### config.mk
export PLATFORM = sky130hd
export DESIGN_NAME = rhib_fifo
export DESIGN_NICKNAME = d
export VERILOG_FILES = /design/src/rtl/core/rhib_pkg.sv /design/src/rtl/core/rhib_fifo.sv
export SDC_FILE = /design/constraint.sdc
export NUM_CORES = 1
export LEC_CHECK = 0
export BUFFER_PORTS_ARGS = -buffer_cell sky130_fd_sc_hd__buf_2
export CAP_MARGIN = 20
export CORE_ASPECT_RATIO = 2
export CORE_UTILIZATION = 56
export DETAILED_ROUTE_END_ITERATION = 12
export GPL_TIMING_DRIVEN = 0
export PLACE_DENSITY = 0.95
export SYNTH_ARGS = -nofsm -noshare
export SYNTH_HDL_FRONTEND = slang
export SYNTH_SLANG_ARGS = --single-unit
### constraint.sdc
create_clock -name clk -period 6.1 [get_ports clk]
set_input_delay 1.525 -clock clk [delete_from_list [all_inputs] [get_ports clk]]
set_output_delay 1.525 -clock clk [all_outputs]
set_load 0.03 [all_outputs]
### src/rtl/core/rhib_pkg.sv
`timescale 1ns / 1ps
package rhib_pkg;
  localparam int SidePixels = 256;
  localparam int AddrW = 16;
  localparam int AccW = 40;
  localparam logic signed [AccW-1:0] AccMax = {1'b0, {(AccW-1){1'b1}}};
  localparam logic signed [AccW-1:0] AccMin = {1'b1, {(AccW-1){1'b0}}};

  typedef enum logic [2:0] {
    CFG_HALF_SIDE = 3'd0,
    CFG_PPL       = 3'd1,
    CFG_SIDE      = 3'd2,
    CFG_INVERT    = 3'd3,
    CFG_KSCALE    = 3'd4,
    CFG_ROOT      = 3'd5
  } cfg_idx_t;

  typedef enum logic {
    OP_BIN  = 1'b0,
    OP_READ = 1'b1
  } op_t;

  // One classified item as it passes from the front end to the back end.
  typedef struct packed {
    logic             is_read;
    logic             active;
    logic [7:0]       col;
    logic [7:0]       row;
    logic [17:0]      weight;
    logic             clear;
  } cmd_t;

  typedef struct packed {
    logic             landed;
    logic [7:0]       hit_col;
    logic [7:0]       hit_row;
    logic [AccW-1:0]  pixel_value;
    logic             saturated;
    logic             root_of_negative;
  } res_t;
endpackage

### src/rtl/core/rhib_fifo.sv
`timescale 1ns / 1ps
module rhib_fifo (
  input  logic            clk,
  input  logic            rst_n,
  input  logic            wr_valid,
  output logic            wr_ready,
  input  rhib_pkg::cmd_t  wr_data,
  output logic            rd_valid,
  input  logic            rd_ready,
  output rhib_pkg::cmd_t  rd_data
);
  import rhib_pkg::*;

  cmd_t       mem_r [2];
  logic [1:0] cnt_r;
  logic       wp_r, rp_r;
  logic       wr, rd;

  assign wr_ready = (cnt_r != 2'd2);
  assign rd_valid = (cnt_r != 2'd0);
  assign wr = wr_valid && wr_ready;
  assign rd = rd_valid && rd_ready;
  assign rd_data = mem_r[rp_r];

  always_ff @(posedge clk) begin
    if (!rst_n) begin
      cnt_r <= '0; wp_r <= 1'b0; rp_r <= 1'b0;
    end else begin
      if (wr) wp_r <= ~wp_r;
      if (rd) rp_r <= ~rp_r;
      cnt_r <= cnt_r + 2'(wr) - 2'(rd);
    end
    if (wr) mem_r[wp_r] <= wr_data;
  end
endmodule

==> impl_metrics.toml <==
[placed_design]
hpwlAfterDp_um = 3290
dpl_cell_area_um2 = 3560
place_congestion = 0.676
io_buffer_count = 79

[setup_path]
cp_top_family = "buffers and inverters"
crit_chain = "buf_6 > buf_12 > mux2_4 > buf_2"
max_stage_delay_ns = 0.32
worst_path_max_delay_cell = "dfxtp_1"
reg2reg_to = "cnt_r[1]$_SDFF_PN0_"
cp.required_ns = 4.58
critPathKind = "reg2out"
start_kind = "flop"
cp_num_buf_inv = 3
arrival_ns = 1.49
critPathCaptureType = "output pin"
reg2reg_slack_ns = 4.41
ff2ff_path_depth = 8
r2r_start = "cnt_r[0]$_SDFF_PN0_"
crit_fanout = 10

[floorplan]
io_pins = 80
die_w_um = 54.2
die_area_um2 = 5780
coreArea_um2 = 5180
start_util = 0.590
row_count = 37
chipHeight_um = 106

[route]
firstDrtPassIters = 4
wl_per_cell_um = 15.7
drcViolationCount = 0
ant_nets = 0
viasPerCell = 5.07
num_vias = 1481
drtIter0Drc = 48
wirelength_um = 4580

[sta]
setup_violations = 0
tns_ns = 0
finClkSkew_ns = 0.00473
period_needed_ns = 3.01
finalCritPeriodShare = 0.494
finalHoldViolations = 0
slew_violations = 0
fmax_ghz = 0.332
worst_slew_pin_slew_ns = 0.857
relSlewSlack = 0.429
rsz0062_at_grt = "no"

[clocking]
cts_max_path_buffers = 2
numCtsBuffers = 9
cts_hold_buf = 0
post_cts_resized = 0
post_cts_buffers = 0
clk_pin_slew_worst_paths_ns = 0.07
cts_tree = "yes"
clockRootBuffer = "clkbuf_8"
htree_levels = 3
cts_sinks = 79
clock_latency_ns = 0.34

[power_and_ir_drop]
power.share.switching = 0.320
ir_worst_vdd_mv = 0.291
pwr-share-seq = 0.452
power_mw = 1.56
p_leak_nw = 1.47
combPwrFrac = 0.356
intPower_mw = 1.06
powerDensity_nw_per_um2 = 421
p_switching_mw = 0.500
pwr-share-clk = 0.192

[status]
status = "finished clean"

[layout]
syn2layout_area_growth_pct = 21.3
diodes = 0
final_cell_mix = "buf_2, edfxtp_1, mux2_4"
layout.cells.most_common = "buf_2"
stdcell_area_um2 = 3710
num-nets-final = 273
drive_gt1_frac = 0.568

[min_path]
hp-start = "wp_r$_SDFFE_PN0N_"
hold_end = "wp_r$_SDFFE_PN0N_"
hold_depth = 2
min_path_type = "reg2reg"

[grt]
grt_pass1_vias = 1561
track_usage = 0.183
grt_antenna_before_repair = 0
grt_max_degree = 38
grt-ovfl-total = 0
grt_pass1_wl_um = 7030

[yosys]
yosysSeqAreaShare = 0.760
synth_fa_ha_area_frac = 0.00819
synth_mux_area_frac = 0.176
synthesis.area_um2 = 3060
ys_warn_count = 0
synth_nets = 182
synthXorXnorAreaFrac = 0.00860
synth.avg_cell_area_um2 = 22.0
synth-compound-area-share = 0.00246
yosys_register_bits = 79
syn_inst = 139
synthSimpleGateAreaFrac = 0.0201
synth_top_family_by_area = "multiplexers"
ys_types = 18

[flow_run]
drv_cap = 0
-- state kept, by name, indices dropped and copies added, names as in the netlist, named ones only --
signal and count:
cnt_r 2, mem_r 74, rp_r 1, wp_r 1
-- how the worst max path moves through the flow --
stage              from                      to  slack, ns  cells after the start
3_3_place_gp   wr_valid  mem_r[0][33]$_DFFE_PP_       1.66                      3
4_1_cts            flop             rd_data[30]       3.06                      4
3_5_place_dp   wr_valid  mem_r[1][33]$_DFFE_PP_       3.31                      2
6_report           flop             rd_data[12]       3.09                      4
2_1_floorplan  wr_valid   mem_r[0][0]$_DFFE_PP_       2.48                      2
5_1_grt            flop             rd_data[34]       3.02                      4
-- worst min-delay path: stages, from the launching register on --
cell and delay [ns]:
dfxtp_1 0.35, nand2_1 0.07, mux2i_1 0.06
-- synthesized netlist by cell type (all sizes together) --
| master | n | area [um2] |
|---|---|---|
| nand2b | 2 | 12.5 |
| ha | 2 | 25.0 |
| buf | 4 | 71.3 |
| nand2 | 2 | 7.51 |
| xnor2 | 3 | 26.3 |
| and3 | 1 | 6.26 |
| mux2i | 1 | 10.0 |
| inv | 1 | 3.75 |
| nor2 | 1 | 3.75 |
| dfxtp | 5 | 100 |
| nor2b | 2 | 12.5 |
| or2 | 1 | 6.26 |
| edfxtp | 74 | 2220 |
| and2 | 2 | 12.5 |
| o21a | 1 | 7.51 |
| mux2 | 37 | 529 |
-- stage by stage --
step                       util  setup slack (ns)  hold WS [ns]  cells
after global routing      0.715              3.02         0.560    292
after floorplan               -              2.48         0.455    139
final                     0.715              3.09         0.525    292
after global placement    0.680              1.66         0.470    276
after CTS                 0.715              3.06         0.531    292
after detailed placement  0.687              3.31         0.523    277
-- routing by layer --
layer | global-route usage | up-vias | share of wire
li1 | - | 718 | -
met3 | 0.0629 | 11 | 0.052
met1 | 0.176 | 699 | 0.34
met4 | 0.121 | 0 | 0.030
met5 | 0 | - | 0
met2 | 0.306 | 53 | 0.58
-- power by group through the flow --
stage / Clock [mW] / Combinational (mW) / Sequential [mW]
after floorplan: 0 / 0.433 / 0.713
after global placement: 0 / 0.543 / 0.717
after detailed placement: 0 / 0.565 / 0.719
after CTS: 0.311 / 0.565 / 0.707
after global routing: 0.331 / 0.591 / 0.712
final: 0.300 / 0.556 / 0.706
-- final cells by class --
class / instances / area, um2
Buffer: 4 / 71.3
Clock buffer: 12 / 135
Clock inverter: 3 / 11.3
Fill cell: 357 / 1480
Inverter: 1 / 3.75
Multi-Input combinational cell: 55 / 668
Sequential cell: 79 / 2320
Tap cell: 58 / 72.6
Timing Repair Buffer: 80 / 423
-- logic make-up after synthesis --
kind of cell,Yosys count
flops,79
mux,38
simple gates,11
buf+inv,5
xor+xnor,3
fa+ha+maj,2
compound gates,1
(Power assumes the default switching activity.)
