$ cat src/rtl/core/rhib_pkg.sv
`timescale 1ns / 1ps
package rhib_pkg;
  localparam int SidePixels = 256;
  localparam int AddrW = 16;
  localparam int AccW = 40;
  localparam logic signed [AccW-1:0] AccMax = {1'b0, {(AccW-1){1'b1}}};
  localparam logic signed [AccW-1:0] AccMin = {1'b1, {(AccW-1){1'b0}}};

  typedef enum logic [2:0] {
    CFG_HALF_SIDE = 3'd0,
    CFG_PPL       = 3'd1,
    CFG_SIDE      = 3'd2,
    CFG_INVERT    = 3'd3,
    CFG_KSCALE    = 3'd4,
    CFG_ROOT      = 3'd5
  } cfg_idx_t;

  typedef enum logic {
    OP_BIN  = 1'b0,
    OP_READ = 1'b1
  } op_t;

  // One classified item as it passes from the front end to the back end.
  typedef struct packed {
    logic             is_read;
    logic             active;
    logic [7:0]       col;
    logic [7:0]       row;
    logic [17:0]      weight;
    logic             clear;
  } cmd_t;

  typedef struct packed {
    logic             landed;
    logic [7:0]       hit_col;
    logic [7:0]       hit_row;
    logic [AccW-1:0]  pixel_value;
    logic             saturated;
    logic             root_of_negative;
  } res_t;
endpackage

$ cat src/rtl/core/rhib_isqrt.sv
`timescale 1ns / 1ps
module rhib_isqrt (
  input  logic        clk,
  input  logic        rst_n,
  input  logic        start,
  input  logic [63:0] radicand,
  output logic        done,
  output logic [31:0] root
);
  import rhib_pkg::*;

  // Restoring bit-by-bit root, one result bit per cycle.
  logic [33:0] prem_r, prem_nxt;
  logic [63:0] src_r, src_nxt;
  logic [31:0] root_r, root_nxt;
  logic [5:0]  cnt_r, cnt_nxt;
  logic        busy_r, busy_nxt;
  logic        done_r, done_nxt;
  logic [35:0] shifted;
  logic [35:0] sub;
  logic [35:0] diff;

  always_comb begin
    shifted  = {prem_r, src_r[63:62]};
    sub      = {2'b00, root_r, 2'b01};
    diff     = shifted - sub;
    prem_nxt = prem_r;
    src_nxt  = src_r;
    root_nxt = root_r;
    cnt_nxt  = cnt_r;
    busy_nxt = busy_r;
    done_nxt = 1'b0;
    if (start) begin
      prem_nxt = '0;
      src_nxt  = radicand;
      root_nxt = '0;
      cnt_nxt  = 6'd32;
      busy_nxt = 1'b1;
    end else if (busy_r) begin
      src_nxt = {src_r[61:0], 2'b00};
      cnt_nxt = cnt_r - 6'd1;
      if (shifted >= sub) begin
        prem_nxt = diff[33:0];
        root_nxt = {root_r[30:0], 1'b1};
      end else begin
        prem_nxt = shifted[33:0];
        root_nxt = {root_r[30:0], 1'b0};
      end
      if (cnt_r == 6'd1) begin
        busy_nxt = 1'b0;
        done_nxt = 1'b1;
      end
    end
  end

  always_ff @(posedge clk) begin
    if (!rst_n) begin
      busy_r <= 1'b0;
      done_r <= 1'b0;
      cnt_r  <= '0;
    end else begin
      busy_r <= busy_nxt;
      done_r <= done_nxt;
      cnt_r  <= cnt_nxt;
    end
    root_r <= root_nxt;
    prem_r <= prem_nxt;
    src_r  <= src_nxt;
  end

  assign done = done_r;
  assign root = root_r;
endmodule

$ cat src/rtl/core/rhib_front.sv
`timescale 1ns / 1ps
module rhib_front (
  input  logic                  clk,
  input  logic                  rst_n,
  input  logic                  in_valid,
  output logic                  in_ready,
  input  logic                  op,
  input  logic [31:0]           ray_x,
  input  logic [31:0]           ray_y,
  input  logic [15:0]           kx,
  input  logic [15:0]           ky,
  input  logic [15:0]           kz,
  input  logic [7:0]            rcol,
  input  logic [7:0]            rrow,
  input  logic                  rclear,
  input  logic [30:0]           half_side,
  input  logic [31:0]           ppl,
  input  logic [8:0]            side,
  input  logic                  invert,
  input  logic                  kscale,
  output logic                  cmd_valid,
  input  logic                  cmd_ready,
  output rhib_pkg::cmd_t        cmd
);
  import rhib_pkg::*;

  typedef enum logic [2:0] {F_IDLE, F_MULX, F_MULY, F_KSQ, F_ROOT, F_OUT} fstate_t;
  fstate_t     st_r;
  logic        op_r;
  logic [31:0] px_r, py_r;
  logic [15:0] kx_r, ky_r, kz_r;
  logic [7:0]  rc_r, rr_r;
  logic        rcl_r;
  logic [32:0] mag_r;
  logic        neg_r;
  logic        ok_r;
  logic [7:0]  cx_r, cy_r;
  logic [1:0]  ki_r;
  logic [33:0] ksum_r;
  logic        sq_start_r;
  logic        sq_done;
  logic [31:0] sq_root;

  logic [8:0]  dim;
  always_comb begin
    dim = side;
    if (dim == 9'd0) dim = 9'd1;
    if (dim > 9'd256) dim = 9'd256;
  end

  // Shifted position for the axis selected by the state.
  logic signed [33:0] shifted;
  logic [31:0]        pos;
  assign pos = (st_r == F_MULX) ? px_r : py_r;
  always_comb begin
    shifted = invert ? -34'(signed'(pos)) : 34'(signed'(pos));
    shifted = shifted + 34'({3'b0, half_side});
  end

  logic [64:0] prod;
  logic [32:0] ip;
  logic        axis_ok;
  assign prod = mag_r * ppl;
  assign ip   = prod[64:32];
  assign axis_ok = (neg_r ? (ip == '0) : 1'b1) && (ip < 33'(dim));

  logic signed [15:0] ksel;
  logic [31:0]        ksq;
  assign ksel = (ki_r == 2'd0) ? kx_r : ((ki_r == 2'd1) ? ky_r : kz_r);
  assign ksq  = 32'($signed(ksel) * $signed(ksel));

  rhib_isqrt u_sqrt (
    .clk(clk), .rst_n(rst_n), .start(sq_start_r),
    .radicand({30'b0, ksum_r}), .done(sq_done), .root(sq_root)
  );

  // The axis product is taken in the cycle after the magnitude is registered.
  logic phase_r;
  always_ff @(posedge clk) begin
    sq_start_r <= rst_n && (st_r == F_KSQ) && (ki_r == 2'd2);
    if (!rst_n) begin
      st_r    <= F_IDLE;
      phase_r <= 1'b0;
    end else begin
      unique case (st_r)
        F_IDLE: if (in_valid) begin
          op_r <= op; px_r <= ray_x; py_r <= ray_y;
          kx_r <= kx; ky_r <= ky; kz_r <= kz;
          rc_r <= rcol; rr_r <= rrow; rcl_r <= rclear;
          phase_r <= 1'b0;
          ok_r <= 1'b1;
          st_r <= (op == OP_READ) ? F_OUT : F_MULX;
        end
        F_MULX, F_MULY: begin
          if (!phase_r) begin
            neg_r   <= shifted[33];
            mag_r   <= shifted[33] ? 33'(-shifted) : 33'(shifted);
            phase_r <= 1'b1;
          end else begin
            phase_r <= 1'b0;
            ok_r <= ok_r & axis_ok;
            if (st_r == F_MULX) begin
              cx_r <= ip[7:0];
              st_r <= F_MULY;
            end else begin
              cy_r <= ip[7:0];
              ki_r <= 2'd0;
              ksum_r <= '0;
              st_r <= (kscale && ok_r && axis_ok) ? F_KSQ : F_OUT;
            end
          end
        end
        F_KSQ: begin
          ksum_r <= ksum_r + 34'(ksq);
          ki_r   <= ki_r + 2'd1;
          if (ki_r == 2'd2) st_r <= F_ROOT;
        end
        F_ROOT: if (sq_done) st_r <= F_OUT;
        F_OUT: if (cmd_ready) st_r <= F_IDLE;
        default: st_r <= F_IDLE;
      endcase
    end
  end

  always_comb begin
    cmd = '0;
    cmd.is_read = op_r;
    cmd.clear   = rcl_r;
    if (op_r == OP_READ) begin
      cmd.active = (9'(rc_r) < dim) && (9'(rr_r) < dim);
      cmd.col = rc_r;
      cmd.row = rr_r;
    end else begin
      cmd.active = ok_r;
      cmd.col = ok_r ? cx_r : 8'd0;
      cmd.row = ok_r ? cy_r : 8'd0;
      cmd.weight = kscale ? sq_root[17:0] : 18'd256;
    end
  end

  assign in_ready  = (st_r == F_IDLE);
  assign cmd_valid = (st_r == F_OUT);
endmodule

$ cat config.mk
export PLATFORM = sky130hd
export DESIGN_NAME = rhib_front
export DESIGN_NICKNAME = d
export VERILOG_FILES = /design/src/rtl/core/rhib_pkg.sv /design/src/rtl/core/rhib_isqrt.sv /design/src/rtl/core/rhib_front.sv
export SDC_FILE = /design/constraint.sdc
export NUM_CORES = 2
export LEC_CHECK = 0
export ABC_AREA = 1
export BUFFER_PORTS_ARGS = -buffer_cell sky130_fd_sc_hd__buf_2
export CAP_MARGIN = 20
export CORE_UTILIZATION = 36
export CTS_CLUSTER_SIZE = 28
export DETAILED_ROUTE_END_ITERATION = 12
export PLACE_DENSITY = 0.51
export SLEW_MARGIN = 20
export SYNTH_ARGS = -nofsm -noshare
export SYNTH_HDL_FRONTEND = slang
export SYNTH_SLANG_ARGS = --single-unit
$ cat constraint.sdc
create_clock -name clk -period 19.3 [get_ports clk]
set_clock_uncertainty 0.05 [all_clocks]
set_input_delay 1.93 -clock clk [delete_from_list [all_inputs] [get_ports clk]]
set_output_delay 1.93 -clock clk [all_outputs]
set_load 0.05 [all_outputs]
==> flow_summary.json <==
{
  "status": "completed",
  "syn_area_per_cell_sq_um": 7.77,
  "reg2reg_depth": 42,
  "crit_type": "reg2reg",
  "ys.flop_type": "edfxtp_1",
  "num_vias": 52400,
  "drt_iter0_drc": 3051,
  "drt-pass1-iter-count": 6,
  "cts-root-buf": "clkbuf_16",
  "post-route-period-util_pct": 55.7,
  "gr-usage-all-layers_pct": 21.7,
  "finalSetupTns_ns": 0,
  "dpl-instance-area_sq_um": 69900,
  "htree_num_levels": 2,
  "finalWeightedCongestion": 0.916,
  "hold-path-cell-count": 2,
  "tightest_slew_ns": 1.04,
  "slew_violations": 0,
  "syn-num-nets": 10400,
  "async_flop_share_pct": 0,
  "die_x_microns": 431,
  "drtAntennaViolNets": 0,
  "crit_required_ns": 19.58,
  "fin_crit_ns": 10.75,
  "rsz0062_at_grt": "no",
  "worstHoldStart": "u_sqrt.src_r[41]",
  "r2r-start": "ki_r[0]",
  "min_path_type": "reg2reg",
  "crit_arrival_ns": 11.03,
  "start_util_pct": 36.2,
  "avgViaCountPerCell": 4.74,
  "antenna_found_initial": 13,
  "rows": 157,
  "grt_pass1_vias": 55400,
  "routed-wl-met2_microns": 99100,
  "synth_edf_count": 251,
  "tritoncts": "built",
  "route.top_layer_used": "met5",
  "wl_per_cell_microns": 17.8,
  "numPortBuffers": 246,
  "grt_max_degree": 78,
  "cp_top_family": "compound AO/OA/AOI/OAI gates",
  "dpl.cell_count": 11000,
  "wl_met1_microns": 86000,
  "design_area_sq_um": 71100,
  "cp_slowest_cell": "o21ai_0",
  "crit_top_cell": "inv_1",
  "clk_path_buf_depth": 3,
  "die_area_sq_um": 186000,
  "ff2ff_setup_slack_ns": 8.55,
  "instances_no_fill": 11100,
  "seq_area_frac_synth_pct": 14.7,
  "syn-cell-area_sq_um": 66300,
  "cts_resized": 0,
  "r2r_end": "ksum_r[33]",
  "cp_slowest_stage_delay_ns": 0.90,
  "die_height_microns": 431,
  "grt_pass1_wl_microns": 315000,
  "core_area_sq_um": 183000,
  "layout_common_cells": "2468 x inv_1, 2125 x nand2_1, 1164 x fa_1, 470 x ha_1, 432 x nor2_1",
  "worstSkewPairLatency_ns": 0.60,
  "hold_viol": 0,
  "ys_seq_elements": 360,
  "cts_buffers": 38,
  "crit_path_end_kind": "flop",
  "syn2layout_area_growth_pct": 7.29,
  "cts_hold_buf": 0,
  "layout_commonest_cell": "inv_1",
  "drive_above_1_share_pct": 5.02,
  "routed_wl_microns": 197000,
  "crit_buf_inv": 9,
  "dpl.hpwl_microns": 157000,
  "cts_setup_buffers": 0,
  "fin_nets": 10400,
  "met3_length_microns": 7930,
  "cp-start-kind": "flop",
  "hold_end": "u_sqrt.src_r[43]",
  "cts.sinks": 360,
  "relSlewSlack_pct": 30.7,
  "drc": 0,
  "grt_remaining_overflow": 0,
  "synth_warnings": 0,
  "clk_pin_slew_ns": 0.06,
  "synthCells": 8534,
  "yosys.cell_types.count": 55,
  "max-cap-violations": 0,
  "setup_violations": 0,
  "fmax_ghz": 0.0931,
  "crit_fanout": 25,
  "ios": 247
}
-- worst max path at each step --
stage,from,endpoint,slack (ns),depth (start not counted)
3_3_place_gp,ppl[5],st_r[2],8.23,44
3_5_place_dp,ppl[8],st_r[2],8.15,44
5_1_grt,ki_r[0],ksum_r[33],7.62,42
6_report,ki_r[0],ksum_r[33],8.55,42
4_1_cts,ki_r[0],ksum_r[33],8.58,42
2_1_floorplan,rst_n,kx_r[0],7.67,2
-- layout make-up --
class	instances	area (sq um)
diodes	3	7.51
clock buffers	50	1010
flip-flops and latches	360	9720
clock inverters	20	238
multi-input cells	5383	46100
repair buffers	311	1720
inverters	2479	9310
fillers	19200	112000
well taps	2464	3080
-- tightest hold or removal path, delay by kind of cell (launching register included) --
kind / cells / cell delay [ns]
flops: 1 / 0.29
compound gates: 1 / 0.07
buf+inv: 1 / 0.06
-- sequential cells by signal, summed over array words and instances, names as in the netlist, 2 cells and up --
register and cells:
u_sqrt.cnt_r 6, cy_r 8, ki_r 2, px_r 32, py_r 32, u_sqrt.src_r 64
ky_r 16, cx_r 8, rc_r 8, kz_r 16, mag_r 33, st_r 3
u_sqrt.root 32, rr_r 8, kx_r 16, u_sqrt.prem_r 34, ksum_r 34
-- metrics by stage --
step	worst slack (ns)	hold slack, ns	utilization, %
finish	8.55	0.391	38.9
global route	7.62	0.405	38.9
CTS	8.58	0.379	38.9
detailed placement	8.15	0.410	38.2
global placement	8.23	0.397	38.2
floorplan	7.67	0.372	-
-- kinds of logic (layout without fill, tap and decap cells) --
logic type / Yosys count / after routing / synth area share (%)
AO/OA/AOI/OAI: 621 / 621 / 5.30
XOR/XNOR: 157 / 157 / 2.07
adder cells (fa/ha/maj): 1634 / 1634 / 44.0
buffers and inverters: 2791 / 2860 / 15.9
flip-flops: 360 / 360 / 14.7
multiplexers: 11 / 11 / 0.196
other: 0 / 3 / 0
AND/OR/NAND/NOR: 2960 / 2960 / 17.9
-- routing by layer --
layer,vias up,GRT usage [%]
li1,24900,-
met1,26200,28.8
met2,1136,38.7
met3,199,1.56
met4,2,4.30
met5,-,0
-- Yosys cell counts, drive strengths merged (16+ instances only) --
cell	number	share of area (%)
inv	2472	14
nand2	2129	12
fa	1164	35
ha	470	8.9
nor2	444	2.6
clkbuf	285	1.6
a21oi	263	2.0
edfxtp	251	11
nand3	199	1.5
o21ai	174	1.3
dfxtp	109	3.3
xor2	91	1.2
nor3	73	0.57
xnor2	66	0.87
o22ai	59	0.56
nand4	39	0.37
or2	32	0.30
buf	27	0.25
o211ai	24	0.27
o21bai	23	0.26
o21a	18	0.20
a21o	16	0.18
Power is not shown: default switching activity piles up to over one toggle a cycle in this logic, so the estimate is an artifact.
